--- src/cartesian_neighbor_rank_macros.svh ---
// assertion macros shared by the cartesian neighbor rank rtl
// expects signals named clock and reset in the scope of each use
`ifndef CARTESIAN_NEIGHBOR_RANK_MACROS_SVH
`define CARTESIAN_NEIGHBOR_RANK_MACROS_SVH
`ifndef NO_ASSERTIONS
// same-cycle implication
`define CNR_ASSERT_IMPL(lbl, ante, cons) \
   lbl: assert property (@(posedge clock) disable iff (reset) (ante) |-> (cons)) \
      else $error("cnr check failed");
// next-cycle implication
`define CNR_ASSERT_NEXT(lbl, ante, cons) \
   lbl: assert property (@(posedge clock) disable iff (reset) (ante) |=> (cons)) \
      else $error("cnr check failed");
// implication after a fixed number of cycles
`define CNR_ASSERT_DELAY(lbl, ante, dly, cons) \
   lbl: assert property (@(posedge clock) disable iff (reset) (ante) |-> ##(dly) (cons)) \
      else $error("cnr check failed");
`else
`define CNR_ASSERT_IMPL(lbl, ante, cons)
`define CNR_ASSERT_NEXT(lbl, ante, cons)
`define CNR_ASSERT_DELAY(lbl, ante, dly, cons)
`endif
`endif

--- src/cnr_pkg.sv ---
// shared types and constants of the cartesian neighbor rank block
// no dependencies
`timescale 1ns / 1ps
`default_nettype none

package cnr_pkg;

   localparam int RANK_W     = 32;
   localparam int CSR_IDX_W  = 3;
   localparam int CSR_DATA_W = 32;
   localparam int ND_W       = 4;
   localparam int NUM_DIMS_W = 3;
   localparam int PMASK_W    = 4;

   // csr register indexes
   localparam logic [CSR_IDX_W-1:0] CSR_NUM_DIMS      = 3'd0;
   localparam logic [CSR_IDX_W-1:0] CSR_DIM_SIZES     = 3'd1;
   localparam logic [CSR_IDX_W-1:0] CSR_PERIODIC_MASK = 3'd2;
   localparam logic [CSR_IDX_W-1:0] CSR_OWN_RANK      = 3'd3;

   localparam logic [NUM_DIMS_W-1:0] NUM_DIMS_RESET  = 3'd1;
   localparam logic [RANK_W-1:0]     DIM_SIZES_RESET = 32'h0101_0101;

   // response status codes
   localparam logic [1:0] STATUS_OK      = 2'd0;
   localparam logic [1:0] STATUS_NULL    = 2'd1;
   localparam logic [1:0] STATUS_BAD_DIR = 2'd2;

   typedef struct packed {
      logic [2:0]         direction;
      logic signed [15:0] displacement;
   } req_type;

   typedef struct packed {
      logic [RANK_W-1:0] neighbor_rank;
      logic [1:0]        status;
   } rsp_type;

   // control that travels with each pipeline slot
   typedef struct packed {
      logic       valid;
      logic [1:0] status;
   } ctl_type;

   // rank terms carried alongside the modulo pipeline
   typedef struct packed {
      logic [RANK_W-1:0] part;
      logic [RANK_W-1:0] stride;
   } side_type;

endpackage

`default_nettype wire

--- src/cnr_prep.sv ---
// csr registers and serial mixed-radix split of own_rank into coordinates
// depends on cnr_pkg
`timescale 1ns / 1ps
`default_nettype none

module cnr_prep import cnr_pkg::*; #(
   parameter int MAX_DIMS = 4,
   parameter int DIM_BITS = 8
) (
   input  logic                                  clock,
   input  logic                                  reset,
   input  logic                                  csr_valid,
   output logic                                  csr_ready,
   input  logic [CSR_IDX_W-1:0]                  csr_index,
   input  logic [CSR_DATA_W-1:0]                 csr_data,
   output logic                                  busy,
   output logic [ND_W-1:0]                       num_dims_eff,
   output logic [MAX_DIMS-1:0]                   periodic,
   output logic [MAX_DIMS-1:0][DIM_BITS-1:0]     sizes,
   output logic [MAX_DIMS-1:0][DIM_BITS-1:0]     coords,
   output logic [MAX_DIMS-1:0][RANK_W-1:0]       strides,
   output logic [RANK_W-1:0]                     base
);

   localparam int DIDX_W = (MAX_DIMS > 1) ? $clog2(MAX_DIMS) : 1;
   localparam int BIT_W  = $clog2(RANK_W);

   typedef enum logic [1:0] {ST_START, ST_DIV, ST_ACC, ST_IDLE} state_type;

   state_type                            state_in, state_ff;
   logic [NUM_DIMS_W-1:0]                num_dims_in, num_dims_ff;
   logic [RANK_W-1:0]                    dim_sizes_in, dim_sizes_ff;
   logic [PMASK_W-1:0]                   periodic_mask_in, periodic_mask_ff;
   logic [RANK_W-1:0]                    own_rank_in, own_rank_ff;
   logic [RANK_W-1:0]                    q_in, q_ff;
   logic [DIM_BITS-1:0]                  rem_in, rem_ff;
   logic [BIT_W-1:0]                     bit_in, bit_ff;
   logic [DIDX_W-1:0]                    dim_in, dim_ff;
   logic [RANK_W-1:0]                    stride_acc_in, stride_acc_ff;
   logic [RANK_W-1:0]                    base_in, base_ff;
   logic [MAX_DIMS-1:0][DIM_BITS-1:0]    coords_in, coords_ff;
   logic [MAX_DIMS-1:0][RANK_W-1:0]      strides_in, strides_ff;

   logic                                 csr_write;
   logic [DIM_BITS-1:0]                  cur_size;
   logic [DIM_BITS:0]                    rem_shift;
   logic                                 rem_ge;
   logic [DIM_BITS:0]                    rem_sub;
   logic [RANK_W+DIM_BITS-1:0]           acc_prod;
   logic [RANK_W+DIM_BITS-1:0]           stride_prod;
   logic                                 dim_in_use;

   // packed sizes, a zero field or one past the register reads as size one
   for (genvar d = 0; d < MAX_DIMS; d++) begin : g_size
      logic [2*RANK_W-1:0] size_ext;
      assign size_ext = {{RANK_W{1'b0}}, dim_sizes_ff} >> (d * DIM_BITS);
      assign sizes[d] = (size_ext[DIM_BITS-1:0] == '0) ? DIM_BITS'(1)
                                                       : size_ext[DIM_BITS-1:0];
      if (d < PMASK_W) begin : g_per
         assign periodic[d] = periodic_mask_ff[d];
      end else begin : g_noper
         assign periodic[d] = 1'b0;
      end
   end

   assign csr_ready    = 1'b1;
   assign csr_write    = csr_valid && csr_ready;
   assign busy         = (state_ff != ST_IDLE);
   assign num_dims_eff = (ND_W'(num_dims_ff) > ND_W'(MAX_DIMS)) ? ND_W'(MAX_DIMS)
                                                                : ND_W'(num_dims_ff);
   assign coords       = coords_ff;
   assign strides      = strides_ff;
   assign base         = base_ff;

   // one restoring divide step per cycle
   assign cur_size    = sizes[dim_ff];
   assign rem_shift   = {rem_ff, q_ff[RANK_W-1]};
   assign rem_ge      = (rem_shift >= {1'b0, cur_size});
   assign rem_sub     = rem_ge ? (rem_shift - {1'b0, cur_size}) : rem_shift;
   assign acc_prod    = rem_ff * stride_acc_ff;
   assign stride_prod = stride_acc_ff * cur_size;
   assign dim_in_use  = (ND_W'(dim_ff) < num_dims_eff);

   always_comb begin
      state_in         = state_ff;
      num_dims_in      = num_dims_ff;
      dim_sizes_in     = dim_sizes_ff;
      periodic_mask_in = periodic_mask_ff;
      own_rank_in      = own_rank_ff;
      q_in             = q_ff;
      rem_in           = rem_ff;
      bit_in           = bit_ff;
      dim_in           = dim_ff;
      stride_acc_in    = stride_acc_ff;
      base_in          = base_ff;
      coords_in        = coords_ff;
      strides_in       = strides_ff;

      unique case (state_ff)
         ST_START: begin
            q_in          = own_rank_ff;
            rem_in        = '0;
            bit_in        = '0;
            dim_in        = '0;
            stride_acc_in = RANK_W'(1);
            base_in       = '0;
            state_in      = ST_DIV;
         end
         ST_DIV: begin
            q_in   = {q_ff[RANK_W-2:0], rem_ge};
            rem_in = rem_sub[DIM_BITS-1:0];
            bit_in = bit_ff + BIT_W'(1);
            if (bit_ff == BIT_W'(RANK_W - 1)) begin
               state_in = ST_ACC;
            end
         end
         ST_ACC: begin
            coords_in[dim_ff]  = rem_ff;
            strides_in[dim_ff] = stride_acc_ff;
            if (dim_in_use) begin
               base_in = base_ff + acc_prod[RANK_W-1:0];
            end
            stride_acc_in = stride_prod[RANK_W-1:0];
            rem_in        = '0;
            if (dim_ff == DIDX_W'(MAX_DIMS - 1)) begin
               state_in = ST_IDLE;
            end else begin
               dim_in   = dim_ff + DIDX_W'(1);
               state_in = ST_DIV;
            end
         end
         ST_IDLE: begin
         end
      endcase

      // any csr write reruns the split
      if (csr_write) begin
         state_in = ST_START;
         unique case (csr_index)
            CSR_NUM_DIMS:      num_dims_in      = csr_data[NUM_DIMS_W-1:0];
            CSR_DIM_SIZES:     dim_sizes_in     = csr_data[RANK_W-1:0];
            CSR_PERIODIC_MASK: periodic_mask_in = csr_data[PMASK_W-1:0];
            CSR_OWN_RANK:      own_rank_in      = csr_data[RANK_W-1:0];
            default: begin
            end
         endcase
      end
   end

   always_ff @(posedge clock) begin
      q_ff          <= q_in;
      rem_ff        <= rem_in;
      bit_ff        <= bit_in;
      dim_ff        <= dim_in;
      stride_acc_ff <= stride_acc_in;
      base_ff       <= base_in;
      coords_ff     <= coords_in;
      strides_ff    <= strides_in;
      if (reset) begin
         state_ff         <= ST_START;
         num_dims_ff      <= NUM_DIMS_RESET;
         dim_sizes_ff     <= DIM_SIZES_RESET;
         periodic_mask_ff <= '0;
         own_rank_ff      <= '0;
      end else begin
         state_ff         <= state_in;
         num_dims_ff      <= num_dims_in;
         dim_sizes_ff     <= dim_sizes_in;
         periodic_mask_ff <= periodic_mask_in;
         own_rank_ff      <= own_rank_in;
      end
   end

endmodule

`default_nettype wire

--- src/cnr_mod.sv ---
// pipelined remainder of a magnitude by a dimension size, one bit per stage
// depends on cnr_pkg
`timescale 1ns / 1ps
`default_nettype none

module cnr_mod import cnr_pkg::*; #(
   parameter int DIM_BITS = 8,
   parameter int MAG_W    = 16
) (
   input  logic                clock,
   input  logic                reset,
   input  ctl_type             in_ctl,
   input  side_type            in_side,
   input  logic [MAG_W-1:0]    in_mag,
   input  logic                in_neg,
   input  logic [DIM_BITS-1:0] in_size,
   output ctl_type             out_ctl,
   output side_type            out_side,
   output logic                out_neg,
   output logic [DIM_BITS-1:0] out_size,
   output logic [DIM_BITS-1:0] out_rem
);

   localparam int WIDE_W = MAG_W + DIM_BITS;

   typedef struct packed {
      side_type            side;
      logic                neg;
      logic [DIM_BITS-1:0] size;
      logic [MAG_W-1:0]    rem;
   } lane_type;

   ctl_type  ctl_in  [MAG_W];
   ctl_type  ctl_ff  [MAG_W];
   lane_type lane_in [MAG_W];
   lane_type lane_ff [MAG_W];

   for (genvar j = 0; j < MAG_W; j++) begin : g_stage
      localparam int SHIFT = MAG_W - 1 - j;
      ctl_type           ctl_prev;
      lane_type          lane_prev;
      logic [WIDE_W-1:0] rem_wide;
      logic [WIDE_W-1:0] sub_wide;
      logic [WIDE_W-1:0] diff_wide;

      if (j == 0) begin : g_first
         assign ctl_prev  = in_ctl;
         assign lane_prev = {in_side, in_neg, in_size, in_mag};
      end else begin : g_next
         assign ctl_prev  = ctl_ff[j-1];
         assign lane_prev = lane_ff[j-1];
      end

      // remove size << SHIFT when it fits
      assign sub_wide   = WIDE_W'(lane_prev.size) << SHIFT;
      assign rem_wide   = WIDE_W'(lane_prev.rem);
      assign diff_wide  = rem_wide - sub_wide;
      assign ctl_in[j]  = ctl_prev;
      assign lane_in[j] = (rem_wide >= sub_wide)
                        ? {lane_prev.side, lane_prev.neg, lane_prev.size, diff_wide[MAG_W-1:0]}
                        : lane_prev;

      always_ff @(posedge clock) begin
         lane_ff[j] <= lane_in[j];
         if (reset) begin
            ctl_ff[j] <= '0;
         end else begin
            ctl_ff[j] <= ctl_in[j];
         end
      end
   end

   assign out_ctl  = ctl_ff[MAG_W-1];
   assign out_side = lane_ff[MAG_W-1].side;
   assign out_neg  = lane_ff[MAG_W-1].neg;
   assign out_size = lane_ff[MAG_W-1].size;
   assign out_rem  = lane_ff[MAG_W-1].rem[DIM_BITS-1:0];

endmodule

`default_nettype wire

--- src/cartesian_neighbor_rank.sv ---
// cartesian_neighbor_rank top level; uses cnr_pkg, cnr_prep, cnr_mod and the macros header
// registers from start to rsp_valid: s1, s2, the cnr_mod stages, p1, p2 and rsp; MAG_W = max(15, DIM_BITS) + 1
// throughput: one transaction per cycle while busy is low; nothing stalls, the receiver takes each result as shown
// after reset and after every csr write, busy is high while the serial divider in cnr_prep splits own_rank
// reset: synchronous, active high; clears pipeline valids and restores csr defaults
`timescale 1ns / 1ps
`default_nettype none
`include "cartesian_neighbor_rank_macros.svh"

module cartesian_neighbor_rank import cnr_pkg::*; #(
   parameter int MAX_DIMS = 4,
   parameter int DIM_BITS = 8
) (
   input  logic                  clock,
   input  logic                  reset,
   input  logic                  start,
   output logic                  busy,
   input  req_type               req,
   output logic                  rsp_valid,
   output rsp_type               rsp,
   input  logic                  csr_valid,
   output logic                  csr_ready,
   input  logic [CSR_IDX_W-1:0]  csr_index,
   input  logic [CSR_DATA_W-1:0] csr_data
);

   // magnitude of coordinate plus displacement, and its signed width
   localparam int MAG_W   = ((DIM_BITS > 15) ? DIM_BITS : 15) + 1;
   localparam int C_W     = MAG_W + 1;
   localparam int LATENCY = MAG_W + 5;

   // stage 1: operands picked for the requested direction
   typedef struct packed {
      logic [15:0]         dis;
      logic [DIM_BITS-1:0] coord;
      logic [DIM_BITS-1:0] size;
      logic [RANK_W-1:0]   stride;
      logic                per;
   } s1_type;

   // stage 2: shifted coordinate split into sign and magnitude
   typedef struct packed {
      logic [MAG_W-1:0]    mag;
      logic                neg;
      logic [DIM_BITS-1:0] size;
      logic [RANK_W-1:0]   stride;
      logic [RANK_W-1:0]   prod;
   } s2_type;

   // post-modulo stages
   typedef struct packed {
      logic [DIM_BITS-1:0] newc;
      side_type            side;
   } p1_type;

   typedef struct packed {
      logic [RANK_W-1:0] part;
      logic [RANK_W-1:0] prod;
   } p2_type;

   // derived configuration from the prep unit
   logic [ND_W-1:0]                   num_dims_eff;
   logic [MAX_DIMS-1:0]               periodic;
   logic [MAX_DIMS-1:0][DIM_BITS-1:0] sizes;
   logic [MAX_DIMS-1:0][DIM_BITS-1:0] coords;
   logic [MAX_DIMS-1:0][RANK_W-1:0]   strides;
   logic [RANK_W-1:0]                 base;

   ctl_type s1_ctl_in, s1_ctl_ff;
   s1_type  s1_in, s1_ff;
   ctl_type s2_ctl_in, s2_ctl_ff;
   s2_type  s2_in, s2_ff;
   ctl_type p1_ctl_in, p1_ctl_ff;
   p1_type  p1_in, p1_ff;
   ctl_type p2_ctl_in, p2_ctl_ff;
   p2_type  p2_in, p2_ff;
   logic    rsp_valid_in, rsp_valid_ff;
   rsp_type rsp_in, rsp_ff;

   logic                       accept;
   logic                       dir_bad;
   logic signed [C_W-1:0]      c_sum;
   logic                       c_neg;
   logic                       c_over;
   logic [C_W-1:0]             c_neg_val;
   logic [RANK_W+DIM_BITS-1:0] old_prod;
   logic [RANK_W+DIM_BITS-1:0] new_prod;

   side_type                   mod_side_in;
   ctl_type                    mod_ctl;
   side_type                   mod_side;
   logic                       mod_neg;
   logic [DIM_BITS-1:0]        mod_size;
   logic [DIM_BITS-1:0]        mod_rem;

   // csr registers plus the own-rank split into coordinates, strides and base rank
   cnr_prep #(
      .MAX_DIMS (MAX_DIMS),
      .DIM_BITS (DIM_BITS)
   ) u_prep (
      .clock        (clock),
      .reset        (reset),
      .csr_valid    (csr_valid),
      .csr_ready    (csr_ready),
      .csr_index    (csr_index),
      .csr_data     (csr_data),
      .busy         (busy),
      .num_dims_eff (num_dims_eff),
      .periodic     (periodic),
      .sizes        (sizes),
      .coords       (coords),
      .strides      (strides),
      .base         (base)
   );

   // stage 1: take the transaction and pick per-direction operands
   assign accept  = start && !busy;
   assign dir_bad = (ND_W'(req.direction) >= num_dims_eff);

   always_comb begin
      s1_in.dis    = req.displacement;
      s1_in.coord  = '0;
      s1_in.size   = DIM_BITS'(1);
      s1_in.stride = '0;
      s1_in.per    = 1'b0;
      for (int d = 0; d < MAX_DIMS; d++) begin
         if (req.direction == 3'(d)) begin
            s1_in.coord  = coords[d];
            s1_in.size   = sizes[d];
            s1_in.stride = strides[d];
            s1_in.per    = periodic[d];
         end
      end
      s1_ctl_in.valid  = accept;
      s1_ctl_in.status = dir_bad ? STATUS_BAD_DIR : STATUS_OK;
   end

   // stage 2: add the displacement, check the edges, and start removing the old term
   assign c_sum     = $signed({{(C_W-DIM_BITS){1'b0}}, s1_ff.coord})
                    + C_W'($signed(s1_ff.dis));
   assign c_neg     = c_sum[C_W-1];
   assign c_over    = ($unsigned(c_sum) >= C_W'(s1_ff.size));
   assign c_neg_val = -c_sum;
   assign old_prod  = s1_ff.coord * s1_ff.stride;

   always_comb begin
      s2_in.mag    = c_neg ? c_neg_val[MAG_W-1:0] : c_sum[MAG_W-1:0];
      s2_in.neg    = c_neg;
      s2_in.size   = s1_ff.size;
      s2_in.stride = s1_ff.stride;
      s2_in.prod   = old_prod[RANK_W-1:0];
      s2_ctl_in    = s1_ctl_ff;
      // off an edge of a dimension that does not wrap
      if (s1_ctl_ff.status == STATUS_OK && (c_neg || c_over) && !s1_ff.per) begin
         s2_ctl_in.status = STATUS_NULL;
      end
   end

   // base rank without the old coordinate's term rides next to the remainder
   assign mod_side_in.part   = base - s2_ff.prod;
   assign mod_side_in.stride = s2_ff.stride;

   cnr_mod #(
      .DIM_BITS (DIM_BITS),
      .MAG_W    (MAG_W)
   ) u_mod (
      .clock    (clock),
      .reset    (reset),
      .in_ctl   (s2_ctl_ff),
      .in_side  (mod_side_in),
      .in_mag   (s2_ff.mag),
      .in_neg   (s2_ff.neg),
      .in_size  (s2_ff.size),
      .out_ctl  (mod_ctl),
      .out_side (mod_side),
      .out_neg  (mod_neg),
      .out_size (mod_size),
      .out_rem  (mod_rem)
   );

   // true modulo: a negative value with nonzero remainder folds to size - remainder
   always_comb begin
      p1_ctl_in  = mod_ctl;
      p1_in.side = mod_side;
      p1_in.newc = (mod_neg && mod_rem != '0) ? (mod_size - mod_rem) : mod_rem;
   end

   // new coordinate's term
   assign new_prod = p1_ff.newc * p1_ff.side.stride;

   always_comb begin
      p2_ctl_in  = p1_ctl_ff;
      p2_in.part = p1_ff.side.part;
      p2_in.prod = new_prod[RANK_W-1:0];
   end

   // result register, rank forced to zero on null or bad direction
   always_comb begin
      rsp_valid_in         = p2_ctl_ff.valid;
      rsp_in.status        = p2_ctl_ff.status;
      rsp_in.neighbor_rank = (p2_ctl_ff.status == STATUS_OK) ? (p2_ff.part + p2_ff.prod)
                                                               : '0;
   end

   always_ff @(posedge clock) begin
      s1_ff  <= s1_in;
      s2_ff  <= s2_in;
      p1_ff  <= p1_in;
      p2_ff  <= p2_in;
      rsp_ff <= rsp_in;
      s1_ctl_ff.status <= s1_ctl_in.status;
      s2_ctl_ff.status <= s2_ctl_in.status;
      p1_ctl_ff.status <= p1_ctl_in.status;
      p2_ctl_ff.status <= p2_ctl_in.status;
      if (reset) begin
         s1_ctl_ff.valid <= 1'b0;
         s2_ctl_ff.valid <= 1'b0;
         p1_ctl_ff.valid <= 1'b0;
         p2_ctl_ff.valid <= 1'b0;
         rsp_valid_ff    <= 1'b0;
      end else begin
         s1_ctl_ff.valid <= s1_ctl_in.valid;
         s2_ctl_ff.valid <= s2_ctl_in.valid;
         p1_ctl_ff.valid <= p1_ctl_in.valid;
         p2_ctl_ff.valid <= p2_ctl_in.valid;
         rsp_valid_ff    <= rsp_valid_in;
      end
   end

   assign rsp_valid = rsp_valid_ff;
   assign rsp       = rsp_ff;

   // every accepted transaction comes out after the fixed pipeline latency
   `CNR_ASSERT_DELAY(a_fixed_latency, start && !busy, LATENCY, rsp_valid)
   // null and bad-direction results carry a zero rank
   `CNR_ASSERT_IMPL(a_rank_zero_on_error, rsp_valid && rsp.status != STATUS_OK, rsp.neighbor_rank == '0)
   // a csr write holds off new transactions while the split reruns
   `CNR_ASSERT_NEXT(a_csr_write_busy, csr_valid && csr_ready, busy)
   // only defined status codes leave the block
   `CNR_ASSERT_IMPL(a_status_defined, rsp_valid, rsp.status == STATUS_OK || rsp.status == STATUS_NULL || rsp.status == STATUS_BAD_DIR)

endmodule

`default_nettype wire
--- config.mk ---
export PLATFORM = sky130hd
export DESIGN_NAME = cartesian_neighbor_rank
export DESIGN_NICKNAME = d
export VERILOG_FILES = /design/src/cnr_pkg.sv /design/src/cnr_prep.sv /design/src/cnr_mod.sv /design/src/cartesian_neighbor_rank.sv
export VERILOG_INCLUDE_DIRS = /design/src /design/src/src
export SDC_FILE = /design/constraint.sdc
export NUM_CORES = 2
export LEC_CHECK = 0
export BUFFER_PORTS_ARGS = -buffer_cell sky130_fd_sc_hd__buf_2
export CAP_MARGIN = 20
export CORE_MARGIN = 1
export CORE_UTILIZATION = 30
export DETAILED_ROUTE_END_ITERATION = 10
export GPL_TIMING_DRIVEN = 0
export PLACE_DENSITY = 0.51
export SLEW_MARGIN = 10
export SYNTH_ARGS = -nofsm -noshare
export SYNTH_HDL_FRONTEND = slang
export SYNTH_SLANG_ARGS = --single-unit
--- constraint.sdc ---
create_clock -name clock -period 15.1 [get_ports clock]
set_clock_uncertainty 0.15 [all_clocks]
set_input_delay 2.265 -clock clock [delete_from_list [all_inputs] [get_ports clock]]
set_output_delay 2.265 -clock clock [all_outputs]
set_load 0.02 [all_outputs]
======== Yosys cells after proc, flatten, opt, wreduce, memory -nomap -nowiden ========
Memory sizes are Yosys's and may differ from the RTL's.
Index checks and enable logic that the tools add are counted.
word-level totals
  register bits ........................... 681
  RAM bits ................................ 1472
  input port bits ......................... 58
  output and inout bits ................... 37
  word-level logic and storage cells ...... 227
  memories kept ........................... 2
memory list
  memory         words  bits a word  rd ports  clocked after Yosys merged registers in  wr ports  RTL line       text
  u_mod.lane_ff  16     89           16        0                                        16        cnr_mod.sv:36  lane_type lane_ff [MAG_W];
  u_mod.ctl_ff   16     3            16        0                                        16        cnr_mod.sv:34  ctl_type ctl_ff [MAG_W];
operators by class
  add/subtract/negate cells ............... 25
  $mul .................................... 4
  $lt $le $gt $ge ......................... 23
  equality and inequality tests ........... 14
  muxes and demuxes ....................... 67
  bitwise gates (word level) .............. 16
  reductions and logical operators ........ 31
operators by type and width
  cell                                 number
  two-way mux 16 bit                   17
  two-way mux 49 bit                   4
  one-hot mux 32 bit (2 select lines)  3
  bitwise mux 128 bit                  1
  subtractor 16 bit                    8
  multiplier 8 x 32 -> 32 bit          3
  adder 32 bit                         2
  demux 32 bit (select 2 bit)          1
  two-way mux 32 bit                   2
  two-way mux 8 bit                    8
  two-way mux 3 bit                    17
  bitwise mux 32 bit                   1
  logical NOT 8 bit                    4
  multiplier 32 x 8 -> 32 bit          1
  subtractor 32 bit                    1
  >= comparator 16 x 23 -> 1 bit       1
  >= comparator 16 x 22 -> 1 bit       1
  >= comparator 16 x 21 -> 1 bit       1
  >= comparator 16 x 20 -> 1 bit       1
  >= comparator 16 x 19 -> 1 bit       1
  >= comparator 16 x 18 -> 1 bit       1
  adder 9 x 16 -> 17 bit               1
  >= comparator 16 x 17 -> 1 bit       1
  >= comparator 17 x 8 -> 1 bit        1
  other kinds (53)                     98

======== Longest topological paths before layout ========
  depth in word-level cells ............... 7
  depth in mapped cells ................... 25

======== Hierarchy ========
Synthesis repeated with hierarchy kept, for this count alone.
unflattened totals
  cells, all modules ...................... 7675
  area, all modules ....................... 89060.4 um^2
modules (own cells, without submodules)
  module                   instances  cells an instance  area each (um^2)  seq. area each (um^2)
  cnr_mod                  1          2445               36054.6           29308.1
  cnr_prep                 1          2501               26636.8           9599.2
  cartesian_neighbor_rank  1          2729               26369.0           6726.5

======== Worst setup path after synthesis ========
No wires, ideal clock.
  kind .................................... register to register
  start ................................... register u_prep.dim_ff[0]
  end ..................................... register u_prep.stride_acc_ff[28] (data pin)
  arrival time ............................ 5680 ps
  path slack .............................. 9004 ps
  cell stages (with the launch flop) ...... 25
  buffers on the path ..................... 4
  clock period less this slack ............ 6096 ps
  path through ............................ edfxtp_1 buf_2 mux4_2 clkbuf_1 clkbuf_1 nand2_1 fa_1 inv_1 fa_1 fa_1 inv_1 fa_1 inv_1 ha_1 clkbuf_1 a21o_1 a21oi_1 o221ai_1 a21o_1 a221oi_1 a21boi_0 o21ai_0 a21oi_1 xor2_1 nor2_1
between the ends
  word-level cells in the longest chain between the ends .. 4
RTL lines
  item                                     RTL line         text
  from (decl)                              cnr_prep.sv:38   logic [DIDX_W-1:0] dim_in, dim_ff;
  from (signal assigned)                   cnr_prep.sv:154  dim_ff <= dim_in;
  binary-select mux 8 bit (select 2 bit)   cnr_prep.sv:76   assign cur_size = sizes[dim_ff];
  two-way mux 8 bit (implied by the code)  cnr_prep.sv:76
  multiplier 32 x 8 -> 32 bit              cnr_prep.sv:81   assign stride_prod = stride_acc_ff * cur_size;
  one-hot mux 32 bit (2 select lines)      cnr_prep.sv:99   unique case (state_ff)
  to (signal assigned)                     cnr_prep.sv:155  stride_acc_ff <= stride_acc_in;
  to (decl)                                cnr_prep.sv:39   logic [RANK_W-1:0] stride_acc_in, stride_acc_ff;
No other way between the ends. The select of a mux whose other input is x is not followed.
A chain may end at the register's enable or synchronous reset.

======== Worst setup path after layout ========
  start ................................... register u_prep.dim_ff[1]
  end ..................................... register u_prep.stride_acc_ff[30] (data pin)
Same word-level chain as after synthesis.

==> results.py <==
metrics = {
    "setup_path": {
        "critPathCaptureType": "register",
        "r2r_end": "u_prep.stride_acc_ff[30]",
        "worstSetupPathType": "register to register",
        "reg2reg_slack_ps": 7200,
        "reg2reg_depth": 23,
        "critPathLaunchType": "register",
        "arrival_ps": 8400,
        "r2r_start": "u_prep.dim_ff[1]",
        "cp_max_fo": 10,
        "crit_required_ps": 15600,
    },
    "floorplanning": {
        "die_x_um": 541,
        "die_h_um": 541,
        "die_area_um2": 293000,
        "pin_count": 95,
        "rows": 197,
        "start_util": 0.302,
        "core-area_um2": 289000,
    },
    "timing": {
        "maxSlewViolCount": 0,
        "post-route-period-util": 0.523,
        "tightest_slew_ps": 1100,
        "tns_ps": 0,
        "min_period_ps": 7900,
        "slew_headroom": 0.268,
        "rsz0062_at_grt": "no",
        "finalHoldViolCount": 0,
        "whs_ps": 128,
        "setup_viol": 0,
        "timing.fmax_mhz": 127,
    },
    "clock_network": {
        "ctsHoldBuffers": 0,
        "cts_tree": "built",
        "cts_num_sinks": 2144,
        "clkSlewWorstSetupHoldPaths_ps": 60,
        "cts_max_path_buffers": 4,
        "clock_latency_ps": 860,
        "cts_made_buffers": 206,
        "root_buffer": "clkbuf_16",
        "cts_resized": 0,
        "post_cts_buffers": 0,
        "h-tree-depth": 4,
    },
    "global_route": {
        "grt_pass1_wl_um": 295000,
        "grt_max_degree": 38,
        "antenna_found_initial": 7,
        "grt_overflow": 0,
        "grt_pass1_vias": 53100,
        "track_usage": 0.127,
    },
    "hold_path": {
        "holdPathStages": 0,
        "whs_endpoint": "u_mod.lane_ff[2][88]",
        "hp-start": "u_mod.lane_ff[1][355]",
        "hold_path_class": "register to register",
    },
    "logic_synthesis": {
        "synth_top_family_by_area": "adder cells",
        "netlist_instances": 7433,
        "yosysWarnings": 0,
        "yosys.area_share.adder": 0.208,
        "ys_seq_elements": 2144,
        "synth.distinct_cells": 85,
        "seq_area_frac_synth": 0.523,
        "yosys.area_share.xor_xnor": 0.0315,
        "synthSimpleGateAreaFrac": 0.110,
        "synth_area_um2": 87200,
        "synth_compound_area_frac": 0.0581,
        "synth-edff-count": 271,
        "synth_fp_nets": 8536,
        "synth.mux.area_fraction": 0.0231,
        "syn_area_per_cell_um2": 11.7,
        "synth_ff_type": "dfxtp_1",
        "async_reset_ff_frac": 0,
    },
    "pwr": {
        "power.internal_mw": 12.2,
        "power_density_nw_per_um2": 177,
        "peakVddDrop_mv": 0.121,
        "total_power_mw": 17.7,
        "seqPwrFrac": 0.431,
        "swShare": 0.311,
        "p_clk_frac": 0.292,
        "p_sw_mw": 5.48,
        "p_comb_frac": 0.277,
        "leakagePower_nw": 40.8,
    },
    "drt": {
        "routedWlPerCell_um": 15.8,
        "initialDrtViolationCount": 2589,
        "dr_total_vias": 50300,
        "routed_wl_um": 187000,
        "drtAntennaViolNets": 0,
        "drc": 0,
        "firstDrtPassIters": 5,
        "routed_via_density": 4.27,
    },
    "final_layout": {
        "layout.nets": 8841,
        "drive_gt1_frac": 0.0738,
        "final_common_cell": "dfxtp_1",
        "area_growth_pct": 14.2,
        "mostFrequentLayoutCells": "1873 x dfxtp_1, 875 x inv_1, 747 x nand2_1",
        "fillers": 28500,
    },
    "placement": {
        "gp_congestion": 0.850,
        "dp_hpwl_um": 142000,
        "port-buffer-count": 91,
    },
    "run_status": {
        "outcome": "finished clean",
    },
    "run": {
        "maxCapViolCount": 0,
    },
}
how the worst max path moves through the flow:
stage	end	startpoint	cells past startpoint
finish	u_prep.stride_acc_ff[30]	u_prep.dim_ff[1]	23
global route	u_prep.stride_acc_ff[30]	u_prep.dim_ff[1]	23
CTS	u_prep.stride_acc_ff[30]	u_prep.dim_ff[1]	23
detailed placement	u_prep.stride_acc_ff[30]	u_prep.dim_ff[1]	23
global placement	u_prep.stride_acc_ff[31]	u_prep.dim_ff[1]	24
floorplan	u_prep.stride_acc_ff[28]	u_prep.dim_ff[0]	24
metrics by stage:
step | instance area, um2 | worst slack (ps) | cells | util
2_1_floorplan | 87200 | 9000 | 7433 | -
3_3_place_gp | 92600 | 7300 | 11400 | 0.321
3_5_place_dp | 92700 | 7210 | 11400 | 0.321
4_1_cts | 99600 | 7190 | 11800 | 0.345
5_1_grt | 99600 | 6860 | 11800 | 0.345
6_report | 99600 | 7200 | 11800 | 0.345
critical path, cell delays in order (launching register included):
cell	delay [ps]
edfxtp_1	410
clkbuf_1	450
mux4_2	390
clkbuf_1	530
clkbuf_1	640
nand2_1	170
fa_1	560
inv_1	50
fa_1	520
fa_1	500
inv_1	50
fa_1	480
inv_1	50
ha_1	350
a21o_1	190
a21oi_1	380
o221ai_1	220
a21o_1	230
a221oi_1	270
a21boi_0	420
o31ai_1	170
o21a_1	200
o21a_1	160
nor3_1	170
layout make-up:
class / instances / area [um2] / area share
multi-input combinational: 4210 / 37600 / 0.377
clock inverter: 100 / 1180 / 0.0118
sequential: 2144 / 45600 / 0.458
inverter: 878 / 3300 / 0.0331
clock buffer: 268 / 5720 / 0.0574
timing repair buffer: 97 / 583 / 0.00585
tap: 3880 / 4850 / 0.0487
antenna: 4 / 10.0 / 0.000100
buffer: 201 / 764 / 0.00768
cells by family (layout without fill, tap and decap cells):
| kind of cell | Yosys count | in the layout |
|---|---|---|
| buf+inv | 1079 | 1544 |
| mux | 124 | 124 |
| simple gates | 1928 | 1928 |
| compound gates | 798 | 798 |
| xor+xnor | 314 | 314 |
| other cells | 1 | 5 |
| flops | 2144 | 2144 |
| fa+ha+maj | 1045 | 1045 |
Yosys cell counts (16+ instances only):
cell type	count	area, um2
a211oi_1	20	150
a21boi_0	19	143
a21o_1	133	998
a21oi_1	264	1320
a31oi_1	18	113
and2_1	450	2820
and3_1	16	100
clkbuf_1	187	702
dfxtp_1	1873	37500
edfxtp_1	271	8140
fa_1	674	13500
ha_1	371	4640
inv_1	876	3290
mux2_2	49	552
mux2i_1	18	180
mux4_2	57	1280
nand2_1	747	2800
nand2b_1	47	294
nand3_1	40	200
nand4_1	25	156
nor2_1	246	923
nor2b_1	180	1130
nor3_1	66	330
nor4_1	37	231
o21a_1	32	240
o21ai_0	152	761
o21bai_1	27	203
xnor2_1	196	1720
xor2_1	118	1030
power by group through the flow:
stage / logic, mW / clock network, mW / registers [mW]
after CTS: 4.96 / 5.33 / 7.64
final: 4.90 / 5.15 / 7.61
after global placement: 4.85 / 0 / 7.74
after floorplan: 3.64 / 0 / 7.56
after global routing: 5.54 / 5.58 / 7.75
after detailed placement: 4.92 / 0 / 7.76
registers in the layout (all words and copies together) (netlist names), 34 cells and up:
register,cells
u_prep.strides,128
rsp,34
s2_ff,57
p1_ff,72
s1_ff,65
u_mod.ctl_ff,48
p2_ff,64
u_mod.lane_ff,1416
per-layer routing:
layer | vias up | part of all wire | GRT usage
met3 | 313 | 0.045 | 0.0203
li1 | 24400 | - | -
met5 | - | 0.000064 | 0
met1 | 24600 | 0.45 | 0.162
met2 | 1001 | 0.48 | 0.220
met4 | 2 | 0.028 | 0.0398
Power figures use the tool's default switching activity.
